### src/rtl/dllw_pkg.sv
`default_nettype none
package dllw_pkg;

  localparam int AddrW   = 21;
  localparam int WordW   = 32;
  localparam int NextW   = 24;
  localparam int CountW  = 8;
  localparam int NodesW  = 22;
  localparam int SizeW   = 30;

  localparam logic [NodesW-1:0] MAX_NODES_RESET = NodesW'(2000000);
  localparam logic [SizeW-1:0]  SIZE_MAX        = {SizeW{1'b1}};
  localparam logic [AddrW-1:0]  WORD_STEP       = AddrW'(4);

  localparam logic REQ_START = 1'b0;
  localparam logic REQ_RESP  = 1'b1;

  localparam logic [1:0] KIND_READ = 2'd0;
  localparam logic [1:0] KIND_CMD  = 2'd1;
  localparam logic [1:0] KIND_DONE = 2'd2;

  typedef enum logic [2:0] {
    PH_IDLE    = 3'b001,
    PH_HEADER  = 3'b010,
    PH_PAYLOAD = 3'b100
  } dllw_phase_t;

  typedef struct packed {
    logic             req_type;
    logic [AddrW-1:0] start_addr;
    logic [WordW-1:0] read_data;
  } dllw_in_t;

  typedef struct packed {
    logic [1:0]       out_kind;
    logic [AddrW-1:0] mem_addr;
    logic [WordW-1:0] gpu_word;
    logic [SizeW-1:0] total_words;
    logic             aborted;
    logic             last_of_run;
  } dllw_out_t;

  typedef struct packed {
    dllw_phase_t       phase;
    logic [AddrW-1:0]  node_addr;
    logic [NextW-1:0]  next_pointer;
    logic [CountW-1:0] payload_left;
    logic [AddrW-1:0]  payload_addr;
    logic [NodesW-1:0] nodes_visited;
    logic [SizeW-1:0]  size_sum;
  } dllw_state_t;

  // result pair handed from the step logic to the output buffer
  typedef struct packed {
    logic [1:0] count;
    dllw_out_t  first;
    dllw_out_t  second;
  } dllw_pair_t;

endpackage
`default_nettype wire

### src/rtl/dma_linked_list_walker_core.sv
`default_nettype none
// Linked-list DMA walker. A start beat gives a list head; the block then
// issues word reads, takes the responses in order on the same input channel,
// and emits read requests, forwarded command words and a done beat with the
// total transfer size. Each input beat is held in an input register and
// resolved combinationally into at most two results, which go to a two-entry
// output buffer. A payload response makes two results and holds the input
// until the second is leaving; the single output port drains the buffer one
// beat per cycle while out_stall is low. A result passes the input register
// and then the buffer register before it reaches the output. max_nodes is
// written over cfg_data at any time cfg_valid is high; cfg_ready is always high.
module dma_linked_list_walker_core
  import dllw_pkg::*;
(
  input  logic              clk,
  input  logic              rst,
  input  logic              in_valid,
  output logic              in_stall,
  input  dllw_in_t          in_item,
  output logic              out_valid,
  input  logic              out_stall,
  output dllw_out_t         out_item,
  input  logic              cfg_valid,
  output logic              cfg_ready,
  input  logic [NodesW-1:0] cfg_data
);

  logic [NodesW-1:0] max_nodes;
  dllw_in_t          in_q;
  logic              in_q_valid;
  dllw_state_t       state;
  dllw_state_t       state_next;
  dllw_pair_t        pair;
  logic              can_load;
  logic              take;

  assign cfg_ready = 1'b1;
  assign take      = in_q_valid && can_load;
  assign in_stall  = in_q_valid && !can_load;

  always_ff @(posedge clk) begin
    if (rst) begin
      max_nodes <= MAX_NODES_RESET;
    end else if (cfg_valid) begin
      max_nodes <= cfg_data;
    end
  end

  always_ff @(posedge clk) begin
    if (rst) begin
      in_q_valid <= 1'b0;
    end else if (!in_stall) begin
      in_q_valid <= in_valid;
    end
  end

  always_ff @(posedge clk) begin
    if (in_valid && !in_stall) begin
      in_q <= in_item;
    end
  end

  always_ff @(posedge clk) begin
    if (rst) begin
      state <= '{phase: PH_IDLE, node_addr: '0, next_pointer: '0, payload_left: '0,
                 payload_addr: '0, nodes_visited: '0, size_sum: '0};
    end else if (take) begin
      state <= state_next;
    end
  end

  dllw_step u_step (
    .item       (in_q),
    .state      (state),
    .max_nodes  (max_nodes),
    .state_next (state_next),
    .pair       (pair)
  );

  dllw_out_buf u_buf (
    .clk       (clk),
    .rst       (rst),
    .load      (take),
    .pair      (pair),
    .can_load  (can_load),
    .out_valid (out_valid),
    .out_stall (out_stall),
    .out_item  (out_item)
  );

endmodule
`default_nettype wire

### src/rtl/dllw_step.sv
`default_nettype none
module dllw_step
  import dllw_pkg::*;
(
  input  dllw_in_t          item,
  input  dllw_state_t       state,
  input  logic [NodesW-1:0] max_nodes,
  output dllw_state_t       state_next,
  output dllw_pair_t        pair
);

  function automatic dllw_out_t read_req(input logic [AddrW-1:0] addr);
    dllw_out_t r;
    r = '0;
    r.out_kind = KIND_READ;
    r.mem_addr = addr;
    return r;
  endfunction

  // follow the next pointer: end of list, node limit, or fetch next header
  function automatic void advance(input dllw_state_t s, input logic [NodesW-1:0] lim,
                                  output dllw_state_t so, output dllw_out_t r);
    so = s;
    r  = '0;
    if (s.next_pointer[NextW-1]) begin
      so.phase      = PH_IDLE;
      r.out_kind    = KIND_DONE;
      r.total_words = s.size_sum;
    end else begin
      so.node_addr = {s.next_pointer[AddrW-1:2], 2'b00};
      if (s.nodes_visited >= lim) begin
        so.phase      = PH_IDLE;
        r.out_kind    = KIND_DONE;
        r.total_words = s.size_sum;
        r.aborted     = 1'b1;
      end else begin
        so.nodes_visited = s.nodes_visited + NodesW'(1);
        so.phase         = PH_HEADER;
        r                = read_req(so.node_addr);
      end
    end
  endfunction

  logic [CountW-1:0] count;
  logic [SizeW:0]    size_add;
  dllw_state_t       hdr;
  dllw_state_t       pay;
  dllw_state_t       adv_state;
  dllw_out_t         adv_res;

  assign count    = item.read_data[WordW-1:WordW-CountW];
  assign size_add = {1'b0, state.size_sum} + (SizeW+1)'({1'b0, count}) + (SizeW+1)'(1);

  always_comb begin
    hdr              = state;
    hdr.next_pointer = item.read_data[NextW-1:0];
    hdr.size_sum     = size_add[SizeW] ? SIZE_MAX : size_add[SizeW-1:0];

    pay              = state;
    pay.payload_left = state.payload_left - CountW'(1);
    pay.payload_addr = state.payload_addr + WORD_STEP;

    if (state.phase == PH_HEADER) begin
      advance(hdr, max_nodes, adv_state, adv_res);
    end else begin
      advance(pay, max_nodes, adv_state, adv_res);
    end
  end

  always_comb begin
    state_next = state;
    pair       = '0;
    if (item.req_type == REQ_START) begin
      state_next.node_addr     = {item.start_addr[AddrW-1:2], 2'b00};
      state_next.nodes_visited = '0;
      state_next.size_sum      = SizeW'(1);
      state_next.payload_left  = '0;
      state_next.phase         = PH_HEADER;
      pair.count               = 2'd1;
      pair.first               = read_req(state_next.node_addr);
      pair.first.last_of_run   = 1'b1;
    end else begin
      case (state.phase)
        PH_HEADER: begin
          pair.count = 2'd1;
          if (count != '0) begin
            state_next              = hdr;
            state_next.payload_left = count;
            state_next.payload_addr = state.node_addr + WORD_STEP;
            state_next.phase        = PH_PAYLOAD;
            pair.first              = read_req(state_next.payload_addr);
          end else begin
            state_next = adv_state;
            pair.first = adv_res;
          end
          pair.first.last_of_run = 1'b1;
        end
        PH_PAYLOAD: begin
          pair.count          = 2'd2;
          pair.first.out_kind = KIND_CMD;
          pair.first.gpu_word = item.read_data;
          if (pay.payload_left != '0) begin
            state_next  = pay;
            pair.second = read_req(pay.payload_addr);
          end else begin
            state_next  = adv_state;
            pair.second = adv_res;
          end
          pair.second.last_of_run = 1'b1;
        end
        default: begin
          // response with no walk in progress
          state_next.phase = PH_IDLE;
        end
      endcase
    end
  end

endmodule
`default_nettype wire

### src/rtl/dllw_out_buf.sv
`default_nettype none
module dllw_out_buf
  import dllw_pkg::*;
(
  input  logic       clk,
  input  logic       rst,
  input  logic       load,
  input  dllw_pair_t pair,
  output logic       can_load,
  output logic       out_valid,
  input  logic       out_stall,
  output dllw_out_t  out_item
);

  dllw_out_t  slot0;
  dllw_out_t  slot1;
  logic [1:0] fill;
  logic       pop;

  assign out_valid = fill != 2'd0;
  assign out_item  = slot0;
  assign pop       = out_valid && !out_stall;
  // room for a whole pair once the current beat leaves
  assign can_load  = (fill == 2'd0) || (fill == 2'd1 && pop);

  always_ff @(posedge clk) begin
    if (rst) begin
      fill <= 2'd0;
    end else if (load) begin
      fill <= pair.count;
    end else if (pop) begin
      fill <= fill - 2'd1;
    end
  end

  always_ff @(posedge clk) begin
    if (load) begin
      slot0 <= pair.first;
      slot1 <= pair.second;
    end else if (pop) begin
      slot0 <= slot1;
    end
  end

endmodule
`default_nettype wire

### config.mk
export PLATFORM = sky130hd
export DESIGN_NAME = dma_linked_list_walker_core
export DESIGN_NICKNAME = d
export VERILOG_FILES = /design/src/rtl/dllw_pkg.sv /design/src/rtl/dma_linked_list_walker_core.sv /design/src/rtl/dllw_step.sv /design/src/rtl/dllw_out_buf.sv
export SDC_FILE = /design/constraint.sdc
export NUM_CORES = 1
export LEC_CHECK = 0
export BUFFER_PORTS_ARGS = -buffer_cell sky130_fd_sc_hd__buf_2
export CORE_UTILIZATION = 57
export CTS_CLUSTER_DIAMETER = 80
export DETAILED_ROUTE_END_ITERATION = 16
export PLACE_DENSITY = 0.8
export SYNTH_ARGS = -nofsm -noshare
export SYNTH_HDL_FRONTEND = slang
export SYNTH_SLANG_ARGS = --single-unit
export TNS_END_PERCENT = 30
### constraint.sdc
create_clock -name clk -period 11.2 [get_ports clk]
set_clock_uncertainty 0.1 [all_clocks]
set_input_delay 0 -clock clk [delete_from_list [all_inputs] [get_ports clk]]
set_output_delay 0 -clock clk [all_outputs]
set_load 0.05 [all_outputs]
---- After elaboration in Yosys (flattened, before gate mapping) ----
Index checks and enable logic that the tools add are counted.
cells by class
  equality and inequality tests ........... 7
  reduce and logical (&&, ||, !) cells .... 23
  magnitude comparators ................... 1
  $add $sub $neg .......................... 7
  bitwise operators ....................... 2
  mux-type cells .......................... 43
operators with widths
  operator               count
  $mux 129               3
  $mux 87                4
  $pmux 126 s2           1
  $mux 53                4
  $mux 30                3
  $mux 89                1
  $mux 85                1
  $mux 22                3
  $pmux 32 s2            1
  $mux 21                3
  $mux 31                2
  $mux 52                1
  $add 21x3->21 const B  2
  $mux 32                1
  $add 30x8->31          1
  $add 31x1->31 const B  1
  $mux 24                1
  $add 22x1->22 const B  1
  $ge 22x22->1           1
  $mux 2                 8
  $reduce_bool 8->1      2
  $mux 8                 1
  $pmux 4 s2             1
  $reduce_and 4->1       2
  other kinds (20)       34
storage, ports and cells
  input bits .............................. 81
  output and inout port bits .............. 90
  logic and storage cells ................. 108
  register bits ........................... 382

---- Logic depth before layout (Yosys ltp) ----
  depth in word-level cells ............... 10
  depth in mapped cells ................... 13
  mapped depth without buffers ............ 11

---- By module ----
Synthesis repeated with hierarchy kept, for this count alone.
second synthesis, totals
  cell total of the unflattened synthesis .. 2184
  area, all modules ....................... 21623.2 µm²
modules (own cells, without submodules)
  module                       seq. area each (µm²)  cells each  instances  area an instance (µm²)
  dma_linked_list_walker_core  4664.5                721         1          8409.3
  dllw_step                    0.0                   1173        1          6790.3
  dllw_out_buf                 5265.0                290         1          6423.7

---- Worst setup path before layout ----
OpenSTA, ideal clock, no wires.
  path type ............................... flip-flop to flip-flop
  start point ............................. register u_buf.fill[0]
  end point ............................... register u_buf.fill[1]
  required time ........................... 11014 ps
  period minus slack after synthesis ...... 7957 ps
  cell stages (with the launch flop) ...... 6
  arrival time ............................ 7771 ps
  slack ................................... 3243 ps
  cell sequence ........................... dfxtp_1 > inv_1 > ha_1 > clkbuf_1 > o21ai_0 > o221a_2
on the way
  longest elaborated chain between the ends .. 6
  elaborated cells between the ends (all ways) .. 11
  classes of those cells .................. add/sub: 1; eq/ne: 1; mux: 2; reduce/logical: 7
RTL lines
  element                                              RTL line            RTL
  start: declaration                                   dllw_out_buf.sv:17  logic [1:0] fill;
  start signal: assignment                             dllw_out_buf.sv:30  fill <= pair.count;
  start signal: assignment                             dllw_out_buf.sv:32  fill <= fill - 2'd1;
  branches (longest 6 deep; another with $sub 2x1->2)  --
Parallel ways; which one is timed is not known. The select of a mux whose other input is x is not followed.
A chain may end at the register's enable or synchronous reset.

---- Final worst setup path ----
  start point ............................. register, netlist name state[73]
  end point ............................... register, netlist name state[31]
on the way
  longest elaborated chain between the ends .. 4
RTL lines
  element                     RTL line          RTL
  $sub 8x1->8                 dllw_step.sv:60   pay.payload_left = state.payload_left - CountW'(1);
  $reduce_bool 8->1           dllw_step.sv:102  if (pay.payload_left != '0) begin
  $ne 3x3->1 (no line)        --
  $reduce_and 4->1 (no line)  --
Every way passes these cells.

==> summary.md <==
| Metric | Value |
|---|---|
| Worst-path clk slew | `about 0.06 ns` |
| Antenna violations before repair | `1` |
| Number of cells on the worst hold path | `3` |
| Cell area reported after detailed placement | `roughly 18000 sq um` |
| Final critical-path required period | `about 4.2 ns` |
| Unrepaired setup endpoints after global routing | `no` |
| Num Clock Sinks | `around 340` |
| Number of top-level design ports | `between 150 and 200` |
| Total instance count after detailed placement | `approximately 2300` |
| Post-detailed-route count of antenna-violating nets | `0` |
| Register area share after synthesis | `just over 50%` |
| Commonest non-fill, non-tap cell in the layout | `sky130_fd_sc_hd__nand2_1` |
| Largest driver fanout on the critical path | `11` |
| Total count of max-transition violations in the final report | `0` |
| H-tree depth | `2` |
| Destination of the worst hold path | `max_nodes[0]` |
| Via density per instance | `roughly 6.5` |
| Category of the worst setup path capture point | `flop` |
| Routed wirelength normalized by instance count | `roughly 22 microns` |
| Crit share post-route | `37.9%` |
| Clock tree from TritonCTS | `built` |
| Number of global-route vias before repair | `roughly 16000` |
| Number of instances in the synthesized netlist | `1829` |
| Top_reg_cell synth | `sky130_fd_sc_hd__edfxtp_1` |
| Height of the chip | `between 150 and 200 microns` |
| Nets | `2167` |
| Depth of the worst register-to-register path | `8` |
| R2R Setup Slk | `about 7 ns` |
| Worst max-slew margin expressed relative to the limit | `12.6%` |
| GRT Overall Usage | `between 30% and 40%` |
| Part of the total power dissipated in sequential elements | `between 40% and 50%` |
| Post-synth net total | `1948` |
| Peak supply drop | `0.000169 V` |
| Commonest cells after routing, fill and taps aside | `215 x sky130_fd_sc_hd__nand2_1, 193 x sky130_fd_sc_hd__edfxtp_1, 184 x sky130_fd_sc_hd__nor2_1` |
| Cell area after synthesis | `17300 sq um` |
| Clock tree root driver cell | `sky130_fd_sc_hd__clkbuf_16` |
| Number of fill cells | `roughly 2200` |
| Final setup fails | `0` |
| Reg-to-reg critical path endpoint | `state[31]` |
| Syn. warnings | `0` |
| Start point of the worst hold path | `cfg_valid` |
| FF+latch count, synth | `approximately 340` |
| Number of enable-type register cells in the synthesized netlist | `193` |
| Violation count after the first detailed-routing iteration | `~1800` |
| Clock buffer count from CTS | `37` |
| Cell-internal power | `roughly 2.4 mW` |
| Worst min-delay path class | `primary input to flop` |
| Horizontal die dimension | `roughly 180 microns` |
| Starting density of the core | `around three fifths` |
| Peak Freq | `0.236 GHz` |
| Port bufs | `roughly 170` |
| Routability congestion estimate | `between 0.9 and 1` |
| Transition time at the pin with the least slew margin | `about 1.3 ns` |
| Syn_area_per_cell | `between 9 and 10 sq um` |
| Area added between synthesis and finish | `19.7%` |
| Clock power share | `a little over a third` |
| Row count | `63` |
| Die outline area | `31100 sq um` |
| Category of the critical setup timing path | `flop to flop` |
| WP data arrival | `about 4.6 ns` |
| Fin cells | `between 2000 and 2500` |
| Combinational group share of total power | `between 20% and 30%` |
| Fraction of layout instances using a drive strength above 1 | `between 10 and 15%` |
| Net switching fraction of the power | `between 30% and 40%` |
| Critical R2R Launch | `state[73]` |
| Critical Path Source Type | `flop` |
| Maximum number of pins on one net before global-route repair | `just under 80` |
| Clock Tree Buf Depth | `3` |
| Half-perimeter wire length of the detailed placement result | `around 33000 microns` |
| Distinct cells, synth | `84` |
| Critical Path RT | `about 12 ns` |
| Total negative setup slack | `0 ns` |
| Global-route wire length before repair | `roughly 85000 microns` |
| Final Routed Wirelength | `53800 microns` |
| Sw Pwr | `about 1.2 mW` |
| Post-route DRC | `0` |
| Post CTS Setup Buffer Count | `0` |
| Leakage | `7.61 nW` |
| Core Area | `roughly 30000 sq um` |
| Total via count after detailed routing | `16046` |
| Cell area after layout | `about 21000 sq um` |
| Final hold viol count | `0` |
| Max-Cap Viols | `0` |
| Sum of overflow across all layers after global routing | `0` |
| Async set-reset flop share out of synthesis | `0%` |
| Router iterations before antenna repair | `6` |
| Result of the run | `finished clean` |
| Pwr Density | `between 150 and 200 nW/um^2` |
| Clock latency on the worst-skew pair | `~0.53 ns` |
-- critical path, stage by stage (launching register included) --
cell and delay [ns]:
sky130_fd_sc_hd__dfxtp_1 0.40, sky130_fd_sc_hd__inv_1 0.09, sky130_fd_sc_hd__ha_1 0.22, sky130_fd_sc_hd__or3b_4 0.44, sky130_fd_sc_hd__o31a_4 0.34, sky130_fd_sc_hd__or4_1 0.67, sky130_fd_sc_hd__a21oi_1 1.05, sky130_fd_sc_hd__nand3_1 0.46
sky130_fd_sc_hd__a32o_1 0.37
-- metal layers --
metal / GRT usage, % / wire, microns
met1: 45.5 / 21100
met2: 57.4 / 25700
met3: 5.53 / 4940
met4: 14.4 / 2090
met5: 0 / 0
-- power groups by stage --
stage          clock [mW]  sequential (mW)  combinational [mW]
2_1_floorplan           0             1.91               0.221
3_3_place_gp            0             1.60               0.703
3_5_place_dp            0             1.60               0.712
4_1_cts              1.27             1.58               0.746
5_1_grt              1.32             1.59               0.794
6_report             1.27             1.58               0.758
-- cell usage after synthesis, types with 15 or more instances --
library cell               number  area share [%]
sky130_fd_sc_hd__a21o_1        15            0.65
sky130_fd_sc_hd__o31ai_1       16            0.69
sky130_fd_sc_hd__nand4_1       22            0.79
sky130_fd_sc_hd__o21ai_0      105             3.0
sky130_fd_sc_hd__a211oi_1      19            0.82
sky130_fd_sc_hd__and4_1        15            0.76
sky130_fd_sc_hd__xnor2_1       25             1.3
sky130_fd_sc_hd__xor2_1        22             1.1
sky130_fd_sc_hd__clkbuf_1     100             2.2
sky130_fd_sc_hd__nand2_1      215             4.7
sky130_fd_sc_hd__nor3_1        46             1.3
sky130_fd_sc_hd__dfxtp_1      150              17
sky130_fd_sc_hd__a31oi_1       35             1.3
sky130_fd_sc_hd__inv_1         50             1.1
sky130_fd_sc_hd__o211ai_1      23             1.0
sky130_fd_sc_hd__edfxtp_1     193              33
sky130_fd_sc_hd__ha_1          37             2.7
sky130_fd_sc_hd__and2_1        53             1.9
sky130_fd_sc_hd__a22oi_1       30             1.3
sky130_fd_sc_hd__nor2_1       188             4.1
sky130_fd_sc_hd__a21oi_1      140             4.0
sky130_fd_sc_hd__nand3_1       62             1.8
sky130_fd_sc_hd__mux2i_1       20             1.2
sky130_fd_sc_hd__a22o_1        26             1.3
-- worst max-delay path by stage --
stage,cells after the start,from,slack [ns],end
finish,8,state[73],6.95,state[31]
global route,8,state[73],6.87,state[31]
floorplan,5,u_buf.fill[0],3.24,u_buf.fill[1]
CTS,8,state[73],7.07,state[31]
detailed placement,8,state[73],7.07,state[31]
global placement,8,state[73],7.10,state[31]
-- metrics by stage --
| step | worst slack [ns] | hold WS [ns] | util, % | power, mW |
|---|---|---|---|---|
| finish | 6.95 | 0.0288 | 69.6 | 3.61 |
| global route | 6.87 | 0.0780 | 69.6 | 3.71 |
| CTS | 7.07 | 0.000105 | 69.6 | 3.59 |
| detailed placement | 7.07 | 0.0781 | 62.0 | 2.31 |
| global placement | 7.10 | 0.0763 | 62.0 | 2.30 |
| floorplan | 3.24 | -0.00113 | - | 2.13 |
-- timing repair --
item                                   in CTS  in global routing
gates resized for setup                     0                  0
hold buffers                              100                  0
endpoints found under the hold margin     117                  0
-- sequential cells by signal, summed over array words and instances, names as in the netlist --
register        flops
max_nodes          22
state             125
u_buf.out_item     87
in_q               52
u_buf.fill          2
in_q_valid          1
u_buf.slot1        54
-- cells by family after synthesis --
| family | synth area share, % |
|---|---|
| mux | 1.22 |
| buf+inv | 3.84 |
| fa+ha+maj | 2.79 |
| compound gates | 20.1 |
| flops | 50.8 |
| simple gates | 18.8 |
| xor+xnor | 2.38 |
| other cells | 0.0217 |
-- final cells by class --
class	instances	area [sq um]	area share [%]
Antenna cell	1	2.50	0.0121
Clock buffer	50	1060	5.10
Clock inverter	18	201	0.971
Inverter	51	191	0.923
Multi-Input combinational cell	1317	7930	38.2
Sequential cell	343	8800	42.4
Tap cell	390	488	2.35
Timing Repair Buffer	298	2070	9.99
No activity file was read; power rests on OpenSTA's default activity.
